**src/hw/rtl/gbn_pkg.sv**
```systemverilog
package gbn_pkg;

  localparam int SEQ_SPACE = 20;
  localparam int IDX_W = $clog2(SEQ_SPACE);
  localparam int CNT_W = $clog2(SEQ_SPACE + 1);
  localparam int DIST_W = IDX_W + 1;

  localparam int CFG_IDX_W = 4;
  localparam int CFG_DATA_W = 8;

  localparam logic [CFG_IDX_W-1:0] CFG_WINDOW_SIZE = CFG_IDX_W'(0);
  localparam logic [CFG_IDX_W-1:0] CFG_TIMEOUT_LIMIT = CFG_IDX_W'(1);

  localparam logic [4:0] WINDOW_SIZE_RESET = 5'd10;
  localparam logic [7:0] TIMEOUT_LIMIT_RESET = 8'd20;

  typedef enum logic [1:0] {
    OP_START    = 2'd0,
    OP_POLL     = 2'd1,
    OP_POLL_ACK = 2'd2
  } op_t;

  typedef struct packed {
    logic [1:0] operation;
    logic [7:0] ack_byte;
  } in_t;

  typedef struct packed {
    logic        sent;
    logic [4:0]  sent_seq_byte;
    logic [15:0] sent_segment;
    logic        ack_taken;
    logic        timed_out;
    logic [4:0]  base_seq;
  } out_t;

  typedef struct packed {
    logic [4:0] window_size;
    logic [7:0] timeout_limit;
  } cfg_t;

endpackage

```
**src/hw/rtl/gbn_cfg_regs.sv**
```systemverilog
module gbn_cfg_regs (
  input  logic                           clk,
  input  logic                           rst_n,
  input  logic                           cfg_valid,
  output logic                           cfg_ready,
  input  logic [gbn_pkg::CFG_IDX_W-1:0]  cfg_index,
  input  logic [gbn_pkg::CFG_DATA_W-1:0] cfg_data,
  output gbn_pkg::cfg_t                  cfg
);

  gbn_pkg::cfg_t cfg_r;
  gbn_pkg::cfg_t cfg_nxt;

  assign cfg_ready = 1'b1;
  assign cfg = cfg_r;

  always_comb begin
    cfg_nxt = cfg_r;
    if (cfg_valid) begin
      unique case (cfg_index)
        gbn_pkg::CFG_WINDOW_SIZE:   cfg_nxt.window_size = cfg_data[4:0];
        gbn_pkg::CFG_TIMEOUT_LIMIT: cfg_nxt.timeout_limit = cfg_data[7:0];
        default:                    cfg_nxt = cfg_r;
      endcase
    end
  end

  always_ff @(posedge clk) begin
    if (!rst_n) begin
      cfg_r.window_size <= gbn_pkg::WINDOW_SIZE_RESET;
      cfg_r.timeout_limit <= gbn_pkg::TIMEOUT_LIMIT_RESET;
    end else begin
      cfg_r <= cfg_nxt;
    end
  end

endmodule

```
**src/hw/rtl/gbn_window_core.sv**
```systemverilog
module gbn_window_core (
  input  logic          clk,
  input  logic          rst_n,
  input  logic          step,
  input  gbn_pkg::in_t  item,
  input  gbn_pkg::cfg_t cfg,
  output gbn_pkg::out_t result
);

  localparam int S = gbn_pkg::SEQ_SPACE;
  localparam int IW = gbn_pkg::IDX_W;
  localparam int CW = gbn_pkg::CNT_W;
  localparam int DW = gbn_pkg::DIST_W;

  function automatic logic [IW-1:0] ring_dist(input logic [IW-1:0] a, input logic [IW-1:0] b);
    logic [DW-1:0] s;
    s = {1'b0, a} + DW'(S) - {1'b0, b};
    if (s >= DW'(S)) begin
      s = s - DW'(S);
    end
    return s[IW-1:0];
  endfunction

  function automatic logic [IW-1:0] ring_inc(input logic [IW-1:0] a);
    return (a == IW'(S - 1)) ? '0 : a + IW'(1);
  endfunction

  logic [S-1:0]  seq_free_r, seq_free_nxt;
  logic [IW-1:0] next_seq_r, next_seq_nxt;
  logic [IW-1:0] window_base_r, window_base_nxt;
  logic [15:0]   segment_count_r, segment_count_nxt;
  logic [7:0]    idle_polls_r, idle_polls_nxt;

  logic          is_poll;
  logic          do_send;
  logic [S-1:0]  free_sent;
  logic [IW-1:0] next_sent;
  logic [15:0]   seg_sent;
  logic [IW-1:0] dist_sent;
  logic [CW-1:0] in_flight;
  logic [7:0]    ack_idx;
  logic [IW-1:0] ack_dist;
  logic          ack_ok;
  logic          tmo;
  logic [S-1:0]  ack_mask;
  logic [S-1:0]  tmo_mask;
  logic [IW-1:0] offs;

  always_comb begin
    is_poll = (item.operation == gbn_pkg::OP_POLL) || (item.operation == gbn_pkg::OP_POLL_ACK);
    do_send = is_poll && (8'(ring_dist(next_seq_r, window_base_r)) < 8'(cfg.window_size))
              && seq_free_r[next_seq_r];

    free_sent = seq_free_r;
    next_sent = next_seq_r;
    seg_sent = segment_count_r;
    if (do_send) begin
      free_sent[next_seq_r] = 1'b0;
      next_sent = ring_inc(next_seq_r);
      seg_sent = segment_count_r + 16'd1;
    end

    dist_sent = ring_dist(next_sent, window_base_r);
    if ((dist_sent == '0) && !free_sent[window_base_r]) begin
      in_flight = CW'(S);
    end else begin
      in_flight = CW'(dist_sent);
    end

    ack_idx = item.ack_byte - 8'd1;
    ack_dist = ring_dist(ack_idx[IW-1:0], window_base_r);
    ack_ok = (ack_idx < 8'(S)) && (CW'(ack_dist) < in_flight);
    tmo = (idle_polls_r >= cfg.timeout_limit);

    for (int j = 0; j < S; j++) begin
      offs = ring_dist(IW'(j), window_base_r);
      ack_mask[j] = (offs <= ack_dist);
      tmo_mask[j] = (8'(offs) < 8'(cfg.window_size));
    end

    seq_free_nxt = seq_free_r;
    next_seq_nxt = next_seq_r;
    window_base_nxt = window_base_r;
    segment_count_nxt = segment_count_r;
    idle_polls_nxt = idle_polls_r;
    result = '0;
    result.base_seq = 5'(window_base_r);

    case (item.operation) inside
      gbn_pkg::OP_START: begin
        next_seq_nxt = '0;
        window_base_nxt = '0;
        segment_count_nxt = '0;
        idle_polls_nxt = '0;
        result.base_seq = '0;
      end
      gbn_pkg::OP_POLL, gbn_pkg::OP_POLL_ACK: begin
        result.sent = do_send;
        result.sent_seq_byte = do_send ? 5'(next_seq_r) + 5'd1 : '0;
        result.sent_segment = do_send ? segment_count_r : '0;
        seq_free_nxt = free_sent;
        next_seq_nxt = next_sent;
        segment_count_nxt = seg_sent;
        if (item.operation == gbn_pkg::OP_POLL_ACK) begin
          idle_polls_nxt = '0;
          if (ack_ok) begin
            seq_free_nxt = free_sent | ack_mask;
            window_base_nxt = ring_inc(ack_idx[IW-1:0]);
            result.ack_taken = 1'b1;
          end
        end else if (tmo) begin
          seq_free_nxt = free_sent | tmo_mask;
          segment_count_nxt = seg_sent - 16'(in_flight);
          next_seq_nxt = window_base_r;
          idle_polls_nxt = '0;
          result.timed_out = 1'b1;
        end else begin
          idle_polls_nxt = idle_polls_r + 8'd1;
        end
        result.base_seq = 5'(window_base_nxt);
      end
      default: begin
        result.base_seq = 5'(window_base_r);
      end
    endcase
  end

  always_ff @(posedge clk) begin
    if (!rst_n) begin
      seq_free_r <= '1;
      next_seq_r <= '0;
      window_base_r <= '0;
      segment_count_r <= '0;
      idle_polls_r <= '0;
    end else if (step) begin
      seq_free_r <= seq_free_nxt;
      next_seq_r <= next_seq_nxt;
      window_base_r <= window_base_nxt;
      segment_count_r <= segment_count_nxt;
      idle_polls_r <= idle_polls_nxt;
    end
  end

`ifndef SYNTHESIS
  a_start_clears: assert property (@(posedge clk) disable iff (!rst_n)
    step && (item.operation == gbn_pkg::OP_START) |=>
      (next_seq_r == '0) && (window_base_r == '0) && (segment_count_r == '0))
    else $error("start transaction did not clear the cursors");

  a_timeout_rewinds: assert property (@(posedge clk) disable iff (!rst_n)
    step && result.timed_out |=>
      (next_seq_r == $past(window_base_r)) && (idle_polls_r == '0))
    else $error("timeout did not rewind the send cursor");

  a_ack_clears_idle: assert property (@(posedge clk) disable iff (!rst_n)
    step && result.ack_taken |=> (idle_polls_r == '0))
    else $error("accepted ack left the idle count running");

  a_hold_when_idle: assert property (@(posedge clk) disable iff (!rst_n)
    !step |=> $stable(next_seq_r) && $stable(window_base_r) && $stable(segment_count_r))
    else $error("window state changed without a transaction");
`endif

endmodule

```
**src/hw/rtl/go_back_n_sender_window_top.sv**
```systemverilog
// A transaction accepted into the input register passes through the core into the output register on out_.
// Throughput: one transaction per cycle unless out_ready low stalls the output register.
// The input register and the output register let a new transaction enter while a result waits.
// Reset (rst_n low, synchronous) marks all sequence numbers free and clears every cursor.
// Reset also loads window_size with 10 and timeout_limit with 20; no clearing pass is needed.
module go_back_n_sender_window_top (
  input  logic                           clk,
  input  logic                           rst_n,
  input  logic                           in_valid,
  output logic                           in_ready,
  input  gbn_pkg::in_t                   in_data,
  output logic                           out_valid,
  input  logic                           out_ready,
  output gbn_pkg::out_t                  out_data,
  input  logic                           cfg_valid,
  output logic                           cfg_ready,
  input  logic [gbn_pkg::CFG_IDX_W-1:0]  cfg_index,
  input  logic [gbn_pkg::CFG_DATA_W-1:0] cfg_data
);

  gbn_pkg::cfg_t cfg;
  gbn_pkg::in_t  in_item_r;
  logic          in_valid_r;
  gbn_pkg::out_t out_item_r;
  logic          out_valid_r;
  gbn_pkg::out_t result;
  logic          advance;

  assign advance = in_valid_r && (!out_valid_r || out_ready);
  assign in_ready = !in_valid_r || advance;
  assign out_valid = out_valid_r;
  assign out_data = out_item_r;

  gbn_cfg_regs u_cfg (
    .clk       (clk),
    .rst_n     (rst_n),
    .cfg_valid (cfg_valid),
    .cfg_ready (cfg_ready),
    .cfg_index (cfg_index),
    .cfg_data  (cfg_data),
    .cfg       (cfg)
  );

  gbn_window_core u_core (
    .clk    (clk),
    .rst_n  (rst_n),
    .step   (advance),
    .item   (in_item_r),
    .cfg    (cfg),
    .result (result)
  );

  always_ff @(posedge clk) begin
    if (!rst_n) begin
      in_valid_r <= 1'b0;
      out_valid_r <= 1'b0;
    end else begin
      if (in_valid && in_ready) begin
        in_valid_r <= 1'b1;
      end else if (advance) begin
        in_valid_r <= 1'b0;
      end
      if (advance) begin
        out_valid_r <= 1'b1;
      end else if (out_ready) begin
        out_valid_r <= 1'b0;
      end
    end
  end

  always_ff @(posedge clk) begin
    if (in_valid && in_ready) begin
      in_item_r <= in_data;
    end
    if (advance) begin
      out_item_r <= result;
    end
  end

endmodule
```
**config.mk**
```make
export PLATFORM = sky130hd
export DESIGN_NAME = go_back_n_sender_window_top
export DESIGN_NICKNAME = d
export VERILOG_FILES = /design/src/hw/rtl/gbn_pkg.sv /design/src/hw/rtl/gbn_cfg_regs.sv /design/src/hw/rtl/gbn_window_core.sv /design/src/hw/rtl/go_back_n_sender_window_top.sv
export SDC_FILE = /design/constraint.sdc
export NUM_CORES = 1
export LEC_CHECK = 0
export ABC_AREA = 1
export ABC_CLOCK_PERIOD_IN_PS = 20600
export BUFFER_PORTS_ARGS = -buffer_cell sky130_fd_sc_hd__buf_2
export CORE_ASPECT_RATIO = 0.5
export CORE_MARGIN = 2
export CORE_UTILIZATION = 25
export DETAILED_ROUTE_END_ITERATION = 10
export HOLD_SLACK_MARGIN = 0.02
export SLEW_MARGIN = 0
export SYNTH_ARGS = -nofsm -noshare
export SYNTH_HDL_FRONTEND = slang
export SYNTH_HIERARCHICAL = 1
export SYNTH_SLANG_ARGS = --single-unit
```
**constraint.sdc**
```tcl
create_clock -name clk -period 20.6 [get_ports clk]
set_input_delay 4.12 -clock clk [delete_from_list [all_inputs] [get_ports clk]]
set_output_delay 4.12 -clock clk [all_outputs]
set_load 0.005 [all_outputs]
```
==> results of run 1 <==
-- tightest hold or removal path, delay by kind of cell, from the launching register on --
| family | cells | cell delay (ps) |
|---|---|---|
| DFF | 1 | 330 |
| and+or+nand+nor | 2 | 110 |
-- flip-flops by register name, indices dropped and copies added (netlist names) --
signal	count
out_data	29
u_core/seq_free_r	20
u_core/segment_count_r	16
u_cfg/cfg	13
in_item_r	10
u_core/idle_polls_r	8
u_core/next_seq_r	5
u_core/window_base_r	5
in_valid_r	1
out_valid	1
-- placed cells by master, fill, tap and decap left out, types with 23 or more instances in the layout --
| master | Yosys | final |
|---|---|---|
| nand2_1 | 313 | 313 |
| nor2_1 | 101 | 101 |
| o21bai_1 | 23 | 23 |
| buf_2 | 7 | 57 |
| a21oi_1 | 169 | 168 |
| o21ai_0 | 116 | 116 |
| edfxtp_1 | 39 | 39 |
| inv_1 | 233 | 233 |
| dfxtp_1 | 69 | 69 |
| nand3_1 | 136 | 136 |
| xor2_1 | 60 | 60 |
| ha_1 | 235 | 235 |
| nand4_1 | 34 | 34 |
-- power groups by stage --
stage          registers [mW]  logic (mW)  clock network [mW]
6_report                0.238       0.901               0.172
5_1_grt                 0.239        1.03               0.185
4_1_cts                 0.238       0.896               0.178
3_5_place_dp            0.243       0.893                   0
3_3_place_gp            0.243       0.865                   0
2_1_floorplan           0.240       0.655                   0
-- per-layer routing --
layer	track usage	wire length, um	up-vias
li1	-	-	6032
met2	0.244	17200	238
met5	0	0	-
met1	0.179	17300	5522
met4	0.0410	822	0
met3	0.00918	1250	50
-- layout make-up --
cell class | count | area share
Clock buffer | 9 | 0.0161
Inverter | 243 | 0.0652
Clock inverter | 7 | 0.00401
Tap cell | 690 | 0.0616
Sequential cell | 108 | 0.182
Timing Repair Buffer | 72 | 0.0284
Multi-Input combinational cell | 1364 | 0.643
-- synth_stat cells, drive strengths merged (12+ instances only) --
library cell  number  area share
o21ai            120       0.047
nor2             109       0.037
o21bai            23       0.014
inv              240       0.071
edfxtp            39       0.092
buf               17      0.0093
nand3            142       0.059
dfxtp             69        0.11
xor2              63       0.045
nand4             34       0.017
xnor2             14      0.0097
nand2            320       0.097
nor3              18      0.0080
clkbuf            33      0.0098
o21a              13      0.0077
a21oi            170       0.067
a21o              21       0.012
ha               235        0.23
a22oi             15      0.0089
o211ai            12      0.0071
-- final timing paths --
path	startpoint	end	slack [ps]
max	u_core/window_base_r[1]	u_core/segment_count_r[7]	11140
min reg2reg	u_cfg/cfg[4]	u_cfg/cfg[4]	470
max reg2reg	u_core/window_base_r[1]	u_core/segment_count_r[7]	11140
min	u_cfg/cfg[4]	u_cfg/cfg[4]	470
-- per-stage QoR --
stage	total power, mW	hold WS [ps]	util
finish	1.31	471	0.279
CTS	1.31	473	0.279
detailed placement	1.14	454	0.274
global placement	1.11	445	0.274
global route	1.45	495	0.279
floorplan	0.895	429	-
-- kinds of logic after synthesis --
family,Yosys count,synth area share
flip-flops,108,0.201
AND/OR/NAND/NOR,650,0.234
buffers and inverters,293,0.0911
AO/OA/AOI/OAI,392,0.175
XOR/XNOR,77,0.0549
adder cells (fa/ha/maj),241,0.241
other,1,0.000295
multiplexers,3,0.00246
==> impl_results.md, run 1 <==
* Status: completed
* Fillers at 5501
* Hold Fails Final Rpt at 0
* Post-CTS Resized at 0
* CTS tree: built
* Global-route wire length before repair at 58700 um
* Minimum clock period at 9460 ps
* Setup Viol. Count Final at 0
* Distinct cells, synth at 63
* Reg area at 2550 um2
* Via density at 4.75
* Pin count of the biggest net entering global routing at 48
* CP Capture Type: flop
* Mapped Area at 12700 um2
* Worst min path class: reg2reg
* Peak VDD IR at 0.0656 mV
* Worst slew margin at 0.298
* RSZ-0062 raised after global routing: no
* Critical Path RT at 20890 ps
* Seq pwr share at 0.181
* Die height at 163 um
* Routability cong. at 0.906
* Worst path max stage delay at 770 ps
* Combinational power share at 0.687
* Worst setup margin at 11140 ps
* Final ANT Viol Nets at 0
* Critical path class: reg2reg
* Switching part of the total at 0.509
* HPWL Detailed at 28000 um
* Pre-CTS setup slack at 11190 ps
* Die width at 323 um
* Maxcap violations at 0
* Number of global-route vias before repair at 11137
* CTS sink count at 108
* Total CTS buffers at 9
* Global Route Usage Sum at 0.137
* YS warnings at 6
* Standard-cell rows at 58
* Placed cell areas at 13700 um2
* I/O Buffers at 57
* Share of post-route cells with drive strength above 1 at 0.0765
* Post-route clock period utilization at 0.459
* Async SR Flop Fraction at 0
* Clock Power Share at 0.131
* DR WL/cell at 14.7 um
* Setup bufs post-CTS at 0
* WL final at 36600 um
* NumNets Final at 2066
* Post-synthesis net count at 2033
* Leak at 6.69 nW
* Cell mode on critical path: nand2_1
* Fmax at 106 MHz
* Core Box Area at 50200 um2
* Worst-Margin Slew at 1050 ps
* Synth Area per Inst at 7.19 um2
* FF+latch count, synth at 108
* Clock skew at 13.1 ps
* Switch Pwr at 0.667 mW
* Clock Tree Buf Depth at 2
* H-tree levels at 3
* Initial DRC count at 969
* # IOs at 59
* Crit-path slowest cell: clkinv_1
* Post-synth EDFFs at 39
* Buf/Inv on CP at 7
* Fin cells at 2493
* Placed insts at 2477
* Prevailing post-synth register cell: dfxtp_1
* Cell Int Power at 0.644 mW
* Pwr dens at 93.5 nW/um2
* Levels on crit path at 50
* Die Area at 52700 um2
* CTS Hold Buffers Added at 0
* CTS clk-pin slew, worst paths at 80 ps
* Ant. Diodes at 0
* Worst-skew pair later-pin latency at 360 ps
* Area grow syn2layout at 10.5%
* Register area share after synthesis at 0.201
* Worst path top cell family by delay: adder cells
* Starting density of the core at 0.253
* CP Launch Type: flop
* Cell count after synthesis at 1765
* Setup tns final at 0 ps
* Critical Path Fanout Max at 19
* Register-to-Register Path Depth at 50
* First-pass DRT Iterations at 5
* Hold depth at 2
* Post-route cell area at 14000 um2
* Crit path arrival time at 9750 ps
* GRT overflow at 0
* Root Buffer: clkbuf_16
* Vias at 11842
* Drt drc at 0
* Max-slew violations at 0
* Initial antenna violation count at 0
* Multi-input gate area at 9020 um2
No activity file was read; power rests on OpenSTA's default activity.
==> run 2, diff against run 1 <==
- ABC_CLOCK_PERIOD_IN_PS: 20600 -> 8039
- clock period: 20.6 -> 8.04 ns (I/O delays scaled with it)
==> impl_results.md, run 2 (same netlist as run 1, synthesis figures left out) <==
* Worst Min Path Start: u_cfg/cfg[11]
* H-tree levels at 3 (unchanged)
* Ant. Diodes at 0 (unchanged)
* Starting density of the core at 0.253 (unchanged)
* WL final at 37900 um (+3.3%)
* Share of post-route cells with drive strength above 1 at 0.0848 (+0.00822)
* Status: completed
* Crit path arrival time at 7640 ps (-2110 ps)
* NumNets Final at 2080 (+0.68%)
* Global-route wire length before repair at 60400 um (+3.0%)
* Drt drc at 0 (unchanged)
* Leak at 6.76 nW (+1.1%)
* Max-slew violations at 0 (unchanged)
* Hold Fails Final Rpt at 0 (unchanged)
* Initial antenna violation count at 0 (unchanged)
* Clock skew at 14.6 ps (+1.52 ps)
* Number of global-route vias before repair at 11347 (+1.9%)
* Routability cong. at 0.910 (+0.42%)
* Slack of the worst reg-to-reg path at 700 ps (-10440 ps)
* Initial DRC count at 1073 (+11%)
* Vias at 11921 (+0.67%)
* Register-to-Register Path Depth at 50 (unchanged)
* CP startpoint: u_core/window_base_r[1]
* Largest register FFs at 29 (unchanged)
* GRT overflow at 0 (unchanged)
* Critical Path Fanout Max at 7 (-12)
* Final core occ at 0.282 (+0.00262)
* Worst-Margin Slew at 1080 ps (+34.5 ps)
* Hold depth at 2 (unchanged)
* Worst path max stage delay at 490 ps (-280 ps)
* Die height at 163 um (unchanged)
* CTS Hold Buffers Added at 0 (unchanged)
* Global Route Usage Sum at 0.143 (+0.00579)
* HPWL Detailed at 28500 um (+2.0%)
* Clock Tree Buf Depth at 2 (unchanged)
* CTS clk-pin slew, worst paths at 90 ps (about the same)
* Via density at 4.76 (+0.10%)
* CP Capture Type: flop
* R2R Path End: u_core/segment_count_r[7]
* DR WL/cell at 15.1 um (+2.8%)
* Commonest cells after routing, fill and taps aside: nand2_1 (313), ha_1 (235), inv_1 (233)
* CP Launch Type: flop
* Critical Path RT at 8340 ps (-12550 ps)
* Setup Viol. Count Final at 0 (unchanged)
* CTS sink count at 108 (unchanged)
* Area grow syn2layout at 11.5%
* Die width at 323 um (unchanged)
* Pwr dens at 241 nW/um2 (+160%)
* Worst-skew pair later-pin latency at 360 ps (about the same)
* Standard-cell rows at 58 (unchanged)
* Peak VDD IR at 0.165 mV (+150%)
* I/O Buffers at 57 (unchanged)
* First-pass DRT Iterations at 5 (unchanged)
* Die Area at 52700 um2 (unchanged)
* Final ANT Viol Nets at 0 (unchanged)
* Post-route clock period utilization at 0.913 (+0.454)
* # IOs at 59 (unchanged)
* Worst min path class: reg2reg
* Fmax at 136 MHz (+29%)
* Root Buffer: clkbuf_16
* CTS tree: built
* Worst slew margin at 0.277 (-0.0213)
* Critical path class: reg2reg
* Cell mode on critical path: nand2_1
* WHS Endpoint: u_cfg/cfg[11]
* Minimum clock period at 7340 ps (-2120 ps)
* Maxcap violations at 0 (unchanged)
* Worst r2r src: u_core/window_base_r[1]
* RSZ-0062 raised after global routing: no
* Core Box Area at 50200 um2 (unchanged)
* Most common library cell in the layout ignoring fill and taps: nand2_1
* Setup tns final at 0 ps (unchanged)
* Crit-path slowest cell: fa_1
* Pin count of the biggest net entering global routing at 41 (-15%)
* Total CTS buffers at 9 (unchanged)
## run 2: area by class of cell
type,count,area [um2]
fill,5509,36100
multi-input combinational,1364,9040
sequential,108,2550
inverter,243,917
tap,690,863
timing repair buffer,86,503
clock buffer,10,229
clock inverter,6,55.1
## run 2: metrics by stage
step / setup WS (ps) / power, mW / instance area [um2] / instances / hold WS [ps]
floorplan: 441 / 2.29 / 12700 / 1765 / 429
global placement: 510 / 2.86 / 13800 / 2484 / 448
global route: 93.6 / 3.79 / 14200 / 2507 / 489
detailed placement: 313 / 2.92 / 13800 / 2484 / 449
CTS: 274 / 3.38 / 14100 / 2500 / 466
finish: 702 / 3.42 / 14200 / 2507 / 463
## run 2: how the worst max path moves through the flow
stage                                  to  depth (start not counted)
6_report        u_core/segment_count_r[7]                         50
5_1_grt         u_core/segment_count_r[7]                         52
4_1_cts         u_core/segment_count_r[7]                         50
3_5_place_dp    u_core/segment_count_r[7]                         50
3_3_place_gp    u_core/segment_count_r[7]                         50
2_1_floorplan  u_core/segment_count_r[15]                         50
## run 2: repair_timing
item / in CTS / in global routing
setup endpoints to repair: 0 / 28
buffers inserted: 0 / 7
gates resized for setup: 0 / 6
## run 2: routing by layer
metal | routed length, um | GRT usage | vias up
met2 | 17500 | 0.244 | 342
met3 | 2050 | 0.0184 | 56
met1 | 17300 | 0.187 | 5454
li1 | - | - | 6069
met5 | 0 | 0 | -
met4 | 1030 | 0.0493 | 0
## run 2: critical path, delay by kind of cell (launching register included)
kind | cells | cell delay [ps]
adders and majority gates | 9 | 2690
AOI/OAI and AO/OA | 5 | 730
xor gates and xnor gates | 3 | 560
buffers and inverters | 6 | 570
DFF | 1 | 340
and+or+nand+nor | 27 | 2400
## run 2: power breakdown
group	total, mW	internal [mW]	switching (mW)	leakage, nW
combinational	2.37	0.875	1.49	5.68
sequential	0.604	0.588	0.0168	0.940
clock	0.447	0.218	0.229	0.140
==> run 3, diff against run 2 <==
- CORE_UTILIZATION: 25 -> 55
- PLACE_DENSITY: default -> 0.75
==> impl_results.md, run 3 (same netlist as run 1, synthesis figures left out) <==
* Status: completed
* Fmax at 136 MHz (about the same)
* Grt peak-use layer: met2
* Total power at 3.39 mW (-0.87%)
* Minimum clock period at 7330 ps (-5.72 ps)
* First-pass DRT Iterations at 8 (+3)
* Crit path arrival time at 7620 ps (-20 ps)
* WHS at 471 ps (+7.94 ps)
* Initial DRC count at 866 (-19%)
* Setup tns final at 0 ps (unchanged)
* Via density at 5.69 (+20%)
* Ant. Diodes at 0 (unchanged)
* Switching part of the total at 0.504 (-0.00407)
* Die width at 219 um (-32%)
* Worst r2r src: u_core/window_base_r[1]
* Slack of the worst reg-to-reg path at 710 ps (about the same)
* Root Buffer: clkbuf_16
* Worst min path class: reg2reg
* HPWL Detailed at 25600 um (-10%)
* Post-route clock period utilization at 0.912 (about the same)
* Combinational power share at 0.692 (about the same)
* Hold depth at 2 (unchanged)
* CTS clk-pin slew, worst paths at 80 ps (about the same)
* Critical Path Fanout Max at 8 (+1)
* Max-slew violations at 0 (unchanged)
* Register-to-Register Path Depth at 50 (unchanged)
* Maxcap violations at 0 (unchanged)
* Die Area at 24400 um2 (-54%)
* Pwr dens at 248 nW/um2 (+2.8%)
* Share of post-route cells with drive strength above 1 at 0.0838 (-0.000962)
* R2R Path End: u_core/segment_count_r[7]
* Switch Pwr at 1.71 mW (-1.7%)
* Standard-cell rows at 39 (-33%)
* Hold Fails Final Rpt at 0 (unchanged)
* Most common library cell in the layout ignoring fill and taps: nand2_1
* Global Route Usage Sum at 0.284 (+0.140)
* GR met1 Demand/Resource at 0.378 (+0.192)
* Routability cong. at 0.942 (+3.5%)
* Cell Int Power at 1.68 mW (about the same)
* Core Box Area at 22700 um2 (-55%)
* Clock Power Share at 0.130 (about the same)
* CP Capture Type: flop
* Worst-Margin Slew at 1210 ps (+128 ps)
* Leak at 6.75 nW (-0.19%)
* I/O Buffers at 57 (unchanged)
* Peak VDD IR at 0.178 mV (+8.0%)
* Met3 usage at 0.0552 (+0.0368)
* CTS sink count at 108 (unchanged)
* CP Launch Type: flop
* WHS Endpoint: u_cfg/cfg[4]
* Area grow syn2layout at 7.49%
* Vias at 12073 (+1.3%)
* Fillers at 2180 (-60%)
* Final ANT Viol Nets at 0 (unchanged)
* DR WL/cell at 16.2 um (+7.3%)
* Worst path max stage delay at 480 ps (about the same)
* Critical Path RT at 8330 ps (about the same)
* Global-route wire length before repair at 55900 um (-7.4%)
* Setup Viol. Count Final at 0 (unchanged)
* NumNets Final at 2077 (-0.14%)
* Die height at 111 um (-32%)
* Commonest cells after routing, fill and taps aside: nand2_1 (313), ha_1 (235), inv_1 (233)
* Worst slew margin at 0.191 (-0.0859)
* H-tree levels at 3 (unchanged)
* GRT overflow at 0 (unchanged)
* Seq pwr share at 0.178 (about the same)
* Largest register FFs at 29 (unchanged)
* CTS tree: built
* RSZ-0062 raised after global routing: no
* Clock skew at 10.4 ps (-4.20 ps)
* Starting density of the core at 0.558 (+0.305)
* Drt drc at 0 (unchanged)
* Number of global-route vias before repair at 11215 (-1.2%)
* # IOs at 59 (unchanged)
* Worst Min Path Start: u_cfg/cfg[4]
* Initial antenna violation count at 0 (unchanged)
* WL final at 34400 um (-9.2%)
* Crit-path slowest cell: fa_1
* Critical path class: reg2reg
* Cell mode on critical path: nand2_1
* Worst-skew pair later-pin latency at 370 ps (about the same)
* Clock Tree Buf Depth at 2 (unchanged)
* Grt met2 use at 0.470 (+0.226)
* Pin count of the biggest net entering global routing at 48 (+17%)
* Total CTS buffers at 9 (unchanged)
[run 3: changes by cell type in the layout (fill, tap and decap cells not counted)]
cell | before | now
inv_6 | 0 | 2
xnor2_2 | 1 | 2
xnor2_4 | 1 | 0
inv_8 | 3 | 1
buf_4 | 29 | 26
clkinv_2 | 0 | 1
clkbuf_8 | 0 | 1
clkinv_4 | 2 | 1
clkinv_1 | 4 | 3
[run 3: repair_timing]
| item | CTS | global route |
|---|---|---|
| setup buffers | 0 | 3 |
| hold buffers | 0 | 0 |
| gates resized for setup | 0 | 6 |
| endpoints found under the setup margin | 0 | 9 |
[run 3: final cells by class]
class	count	area, um2	share of cell area
clock buffer	11	243	0.0178
clock inverter	5	42.5	0.00312
inverter	243	917	0.0672
multi-input combinational	1364	9020	0.661
sequential	108	2550	0.187
tap	307	384	0.0281
timing repair buffer	83	480	0.0352
[run 3: power groups by stage]
stage	sequential, mW	combinational, mW	clock (mW)
finish	0.603	2.35	0.439
global route	0.606	2.66	0.468
CTS	0.603	2.30	0.449
detailed placement	0.615	2.29	0
global placement	0.615	2.23	0
floorplan	0.614	1.68	0
[run 3: how the worst max path moves through the flow]
| stage | depth (start not counted) | end | start | slack, ps |
|---|---|---|---|---|
| after floorplan | 50 | u_core/segment_count_r[15] | u_core/window_base_r[1] | 440 |
| after global placement | 51 | u_core/segment_count_r[7] | u_core/next_seq_r[2] | 660 |
| after detailed placement | 51 | u_core/segment_count_r[7] | u_core/next_seq_r[2] | 470 |
| after CTS | 51 | u_core/segment_count_r[7] | u_core/next_seq_r[2] | 430 |
| after global routing | 50 | u_core/segment_count_r[7] | u_core/window_base_r[1] | 10 |
| final | 50 | u_core/segment_count_r[7] | u_core/window_base_r[1] | 710 |
[run 3: layer usage]
| layer | up-vias | routed length [um] |
|---|---|---|
| met5 | - | 0 |
| met4 | 0 | 681 |
| met3 | 65 | 3070 |
| met2 | 461 | 15600 |
| met1 | 5484 | 15000 |
| li1 | 6063 | - |
[run 3: per-stage QoR]
stage / area [um2] / setup WS (ps) / instances / util
6_report: 13600 / 708 / 2121 / 0.600
3_3_place_gp: 13300 / 663 / 2102 / 0.586
3_5_place_dp: 13300 / 472 / 2102 / 0.586
5_1_grt: 13600 / 10.0 / 2121 / 0.600
2_1_floorplan: 12700 / 441 / 1765 / -
4_1_cts: 13600 / 429 / 2118 / 0.598
[run 3: critical path, delay by kind of cell (launching register included)]
| kind | cells | cell delay, ps |
|---|---|---|
| AOI/OAI and AO/OA | 5 | 740 |
| xor gates and xnor gates | 3 | 550 |
| adders and majority gates | 9 | 2700 |
| buffers and inverters | 6 | 560 |
| DFF | 1 | 340 |
| and+or+nand+nor | 27 | 2370 |
